File: config.mk
export PLATFORM = sky130hd
export DESIGN_NAME = wps_divider
export DESIGN_NICKNAME = d
export VERILOG_FILES = /design/src/wps_divider.sv
export SDC_FILE = /design/constraint.sdc
export NUM_CORES = 1
export LEC_CHECK = 0
export ABC_AREA = 1
export BUFFER_PORTS_ARGS = -buffer_cell sky130_fd_sc_hd__buf_2
export CAP_MARGIN = 20
export CORE_ASPECT_RATIO = 1.1
export CORE_UTILIZATION = 49
export DETAILED_ROUTE_END_ITERATION = 16
export PLACE_DENSITY_LB_ADDON = 0.2
export REMOVE_ABC_BUFFERS = 1
export SLEW_MARGIN = 20
export SYNTH_ARGS = -nofsm -noshare
export SYNTH_HDL_FRONTEND = slang
export SYNTH_SLANG_ARGS = --single-unit
File: constraint.sdc
create_clock -name i_clk -period 4.6 [get_ports i_clk]
set_input_delay 0.92 -clock i_clk [delete_from_list [all_inputs] [get_ports i_clk]]
set_output_delay 0.92 -clock i_clk [all_outputs]
set_load 0.005 [all_outputs]
File: src/wps_divider.sv
`default_nettype none
// ----------------------------------------------------------------------------
// wps_divider
// Restoring divider, one quotient bit a cycle, splits the output index.
// ----------------------------------------------------------------------------
module wps_divider (
    input  wire         i_clk,
    input  wire         i_rst_n,
    input  wire         i_start,
    input  wire [11:0]  i_num,
    input  wire [12:0]  i_den,
    output logic        o_done,
    output logic [11:0] o_quo,
    output logic [12:0] o_rem
);
    logic [3:0]  r_cnt;
    logic        r_busy;
    logic [11:0] r_q;
    logic [12:0] r_r;
    logic [12:0] r_d;
    logic [13:0] n_trial;

    assign n_trial = {r_r, r_q[11]} - {1'b0, r_d};
    assign o_quo = r_q;
    assign o_rem = r_r;

    always_ff @(posedge i_clk) begin
        if (!i_rst_n) begin
            r_busy <= 1'b0;
            o_done <= 1'b0;
            r_cnt  <= '0;
        end else begin
            o_done <= 1'b0;
            if (i_start) begin
                r_busy <= 1'b1;
                r_cnt  <= '0;
                r_q    <= i_num;
                r_r    <= '0;
                r_d    <= (i_den == '0) ? 13'd1 : i_den;
            end else if (r_busy) begin
                if (!n_trial[13]) begin
                    r_r <= n_trial[12:0];
                    r_q <= {r_q[10:0], 1'b1};
                end else begin
                    r_r <= {r_r[11:0], r_q[11]};
                    r_q <= {r_q[10:0], 1'b0};
                end
                r_cnt <= r_cnt + 4'd1;
                if (r_cnt == 4'd11) begin
                    r_busy <= 1'b0;
                    o_done <= 1'b1;
                end
            end
        end
    end
endmodule
`default_nettype wire
Word-level counts from Yosys, hierarchy flattened
Cells that the tools add are included.

cells by class
  reduce and logical (&&, ||, !) cells = 6
  muxes and demuxes = 9
  add/subtract/negate cells = 2
  bitwise operators = 2
  eq/ne operators = 1

operator list
  kind                 count
  $mux 13              2
  $mux 12              2
  $sub 14x13->14       1
  $logic_not 13->1     1
  $mux 1               5
  $add 4x1->4 const B  1
  $eq 4x4->1 const B   1
  $reduce_and 2->1     2
  $reduce_or 3->1      1
  $not 1->1            2
  $reduce_bool 2->1    1
  $reduce_or 2->1      1

word-level totals
  input port bits = 28
  logic and storage cells = 26
  output and inout port bits = 26
  bits in registers = 44

Longest topological paths before layout
  word-level depth = 4
  depth in mapped cells = 14
  depth with buffers taken out = 13

Worst setup path before layout
OpenSTA, ideal clock, no wires.

  path type = in2reg
  start = input i_start
  end = register r_q[0], in the netlist o_quo[0], enable pin
  path buffers = 1
  stages = 3
  setup time = 0.382 ns
  data required time = 4.218 ns
  data arrival time = 1.803 ns
  setup slack = 2.415 ns
  cell sequence = clkbuf_1 nand2_1 nand2_1

on the way
  longest elaborated chain between the ends = 2

ends and longest elaborated chain
  item                                RTL line  RTL
  start: declaration                  9         input wire i_start,
  $reduce_bool 2->1 (no source line)  -
  $reduce_and 2->1 (no source line)   -
  end signal: assignment              37        r_q <= i_num;
  end signal: assignment              43        r_q <= {r_q[10:0], 1'b1};
  end signal: assignment              46        r_q <= {r_q[10:0], 1'b0};
  end: declaration                    18        logic [11:0] r_q;

No other way between the ends.
A chain may end at the register's enable or synchronous reset.

Final worst setup path
  start = register r_r[7], in the netlist o_rem[7]
  end = register r_r[1], in the netlist o_rem[1], data pin

on the way
  longest elaborated chain between the ends = 3

ends and longest elaborated chain
  item                      RTL line  RTL
  start: declaration        19        logic [12:0] r_r;
  start signal: assignment  42        r_r <= n_trial[12:0];
  start signal: assignment  45        r_r <= {r_r[11:0], r_q[11]};
  $sub 14x13->14            23        assign n_trial = {r_r, r_q[11]} - {1'b0, r_d};
  $mux 13                   41        if (!n_trial[13]) begin
  $mux 13                   40        end else if (r_busy) begin

No other way between the ends. The select of a mux whose other input is x is not followed.

==> results.py <==
metrics = {
    "cts": {
        "worst_skew_pair.late_latency_ns": 0.29,
        "clock_tree.htree_level_count": 2,
        "cts-buffers-inserted": 5,
        "clk_pin_slew_ns": 0.08,
        "cts_tree": "yes",
        "cts_hold_repair.buffers": 0,
        "cts-root-buf": "clkbuf_8",
        "clock_sinks": 44,
        "cts_resized": 0,
        "post_cts_buffers": 0,
        "clk_path_buf_depth": 2,
    },
    "layout": {
        "inserted_diodes": 0,
        "nNetsFinal": 436,
        "finish.instance_area_sq_um": 3180,
        "drive_gt1_share_pct": 24.9,
        "area_delta_synth_final_pct": 13.5,
    },
    "routing": {
        "ant_nets": 0,
        "wire_length_per_cell_after_detailed_routing_microns": 11.1,
        "detail_route.vias_per_cell": 4.65,
        "routed_wirelength_microns": 5200,
        "drc": 0,
        "detail_route.iter0.violations": 120,
        "drt_first_pass_iters": 4,
        "vias": 2179,
    },
    "logic_synthesis": {
        "netlist_instances": 351,
        "synthDistinctLibCells": 30,
        "ys_ff_latch": 44,
        "netlist_area_sq_um": 2810,
        "synth_area_per_cell_sq_um": 8.00,
        "dominantRegCellSynth": "edfxtp_1",
        "ys_top_cells_by_area": "edfxtp_1 41%, nand2_1 14%, inv_1 7.6%, ha_1 6.2%, dfxtp_1 4.3%",
        "postSynth.asyncResetShare_pct": 0,
        "synth.most_common_cell": "nand2_1",
        "ys.warnings.count": 0,
        "synth_common_cells": "105 x nand2_1, 57 x inv_1, 38 x edfxtp_1, 29 x nor2_1, 16 x nand2_2",
        "synth_edf_count": 38,
        "synth.largest_area_cell": "edfxtp_1",
        "yosysSeqAreaShare_pct": 44.9,
        "synth.top_cell.area_share_pct": 40.7,
    },
    "placement": {
        "globalplace.congestion": 0.845,
        "io_buffers": 53,
        "dpl.hpwl_microns": 4030,
        "placedInstanceArea_sq_um": 3080,
    },
    "timing": {
        "min_period_over_period_pct": 48.2,
        "drv_slew": 0,
        "slew-limit-headroom_pct": 42.9,
        "timing.setup.tns_ns": 0,
        "final_hold_fails": 0,
        "clock-skew-final_ns": 0.00591,
        "slew_of_the_pin_with_the_lowest_slew_margin_ns": 0.856,
        "timing.final.crit_period_ns": 2.22,
        "finalSetupViolCount": 0,
        "clock.fmax_mhz": 451,
        "rsz_0062_raised_after_global_routing": "no",
    },
    "power": {
        "seqPwrFrac_pct": 43.9,
        "cellInternalPower_mw": 0.770,
        "vdd_drop_max_mv": 0.173,
        "net-switching-power_mw": 0.394,
        "powerDensity_nw_per_um2": 366,
        "sw_frac_of_total_pct": 33.9,
        "total_power_consumption_of_the_routed_design_mw": 1.16,
        "leakagePower_nw": 1.61,
        "comb_power_share_pct": 33.2,
        "pwr-share-clk_pct": 23.0,
    },
    "grt": {
        "grt_usage_pct": 19.5,
        "global_route_wire_length_before_repair_microns": 8900,
        "grt_pass1_vias": 2083,
        "largest_net_degree_at_the_start_of_global_routing": 26,
        "grt_overflow_total": 0,
        "antenna_found_initial": 0,
    },
    "outcome": {
        "outcome": "complete, no violations",
    },
    "floorplanning": {
        "die-area_sq_um": 6030,
        "die_width_microns": 74.2,
        "die_y_microns": 81.4,
        "floorplan.initialDensity_pct": 51.4,
        "io_pins": 54,
        "cell_row_count": 28,
        "placeableCoreArea_sq_um": 5470,
    },
    "setup_path": {
        "worst-path-max-fanout": 12,
        "start_kind": "register",
        "critical_path_class": "reg2reg",
        "worst_ep_arrival_time_ns": 2.27,
        "setup.worst_path.end_class": "register",
        "timing.critical_path.required_ns": 4.66,
    },
    "worst_hold_path": {
        "hold_class": "reg2reg",
    },
    "job": {
        "maxCapViolCount": 0,
    },
}
## state kept, by name (all words and copies together), names as in the netlist
register  count
o_done        1
o_rem        13
r_busy        1
r_cnt         4
o_quo        12
r_d          13
## metrics by stage
step,cells,setup WS (ns),hold slack (ns),util [%]
after floorplan,333,2.60,0.467,-
after global placement,461,2.08,0.490,56.3
after detailed placement,461,2.05,0.494,56.3
after CTS,469,2.34,0.507,58.2
after global routing,469,2.19,0.564,58.3
final,469,2.38,0.509,58.3
## critical path, cell delays in order, from the launching register on
cell      delay (ns)
edfxtp_1        0.43
ha_1            0.38
a21oi_1         0.21
nand2_1         0.12
a21oi_2         0.21
nand3_1         0.11
nand2_2         0.29
nand2_1         0.10
nand2_1         0.08
nor2_1          0.05
## area by class of cell
cell class	count	area, sq um
sequential	44	1260
multi-input combinational	232	1250
timing repair buffer	53	265
fill	499	2280
inverter	57	214
tap	75	93.8
clock inverter	1	5.00
clock buffer	7	97.6
## logic make-up after synthesis
kind of cell    after synthesis  share of synthesized area, %
simple gates                196                          32.3
buf+inv                      75                          10.7
flops                        44                          44.9
fa+ha+maj                    15                          6.96
compound gates               14                          2.90
xor+xnor                      7                          2.18
## power by group through the flow
stage | Sequential [mW] | Clock, mW | Combinational [mW]
detailed placement | 0.520 | 0 | 0.388
finish | 0.511 | 0.267 | 0.386
floorplan | 0.518 | 0 | 0.287
CTS | 0.512 | 0.274 | 0.389
global placement | 0.520 | 0 | 0.380
global route | 0.517 | 0.291 | 0.446
## final timing paths
check | start | end | slack (ns) | cells past startpoint
max | o_rem[7] | o_rem[1] | 2.38 | 9
min | r_cnt[0] | r_cnt[0] | 0.51 | 2
max reg2reg | o_rem[7] | o_rem[1] | 2.38 | 9
min reg2reg | r_cnt[0] | r_cnt[0] | 0.51 | 2
## cells in the final DEF (no fill, tap or decap), types with 2 or more instances in the layout
cell type / netlist / final
xor2_1: 4 / 4
nand2_4: 2 / 2
xnor2_1: 3 / 3
nor3_1: 5 / 5
ha_1: 14 / 14
a21oi_1: 9 / 9
nor2_2: 13 / 13
nor4_1: 3 / 3
dfxtp_1: 6 / 6
inv_1: 57 / 57
nor2_4: 2 / 2
nand3_1: 13 / 13
nor2_1: 29 / 29
nand2_1: 105 / 104
clkbuf_8: 0 / 5
nand2_2: 16 / 17
nand4_1: 4 / 4
edfxtp_1: 38 / 38
buf_2: 0 / 53
## routing by layer
metal / track usage, % / wire [microns] / vias up
met4: 5.19 / 63 / 0
li1: - / - / 1169
met5: 0 / 0 / -
met3: 3.60 / 175 / 6
met1: 24.1 / 2350 / 953
met2: 34.7 / 2610 / 51
No activity file was read; power rests on OpenSTA's default activity.
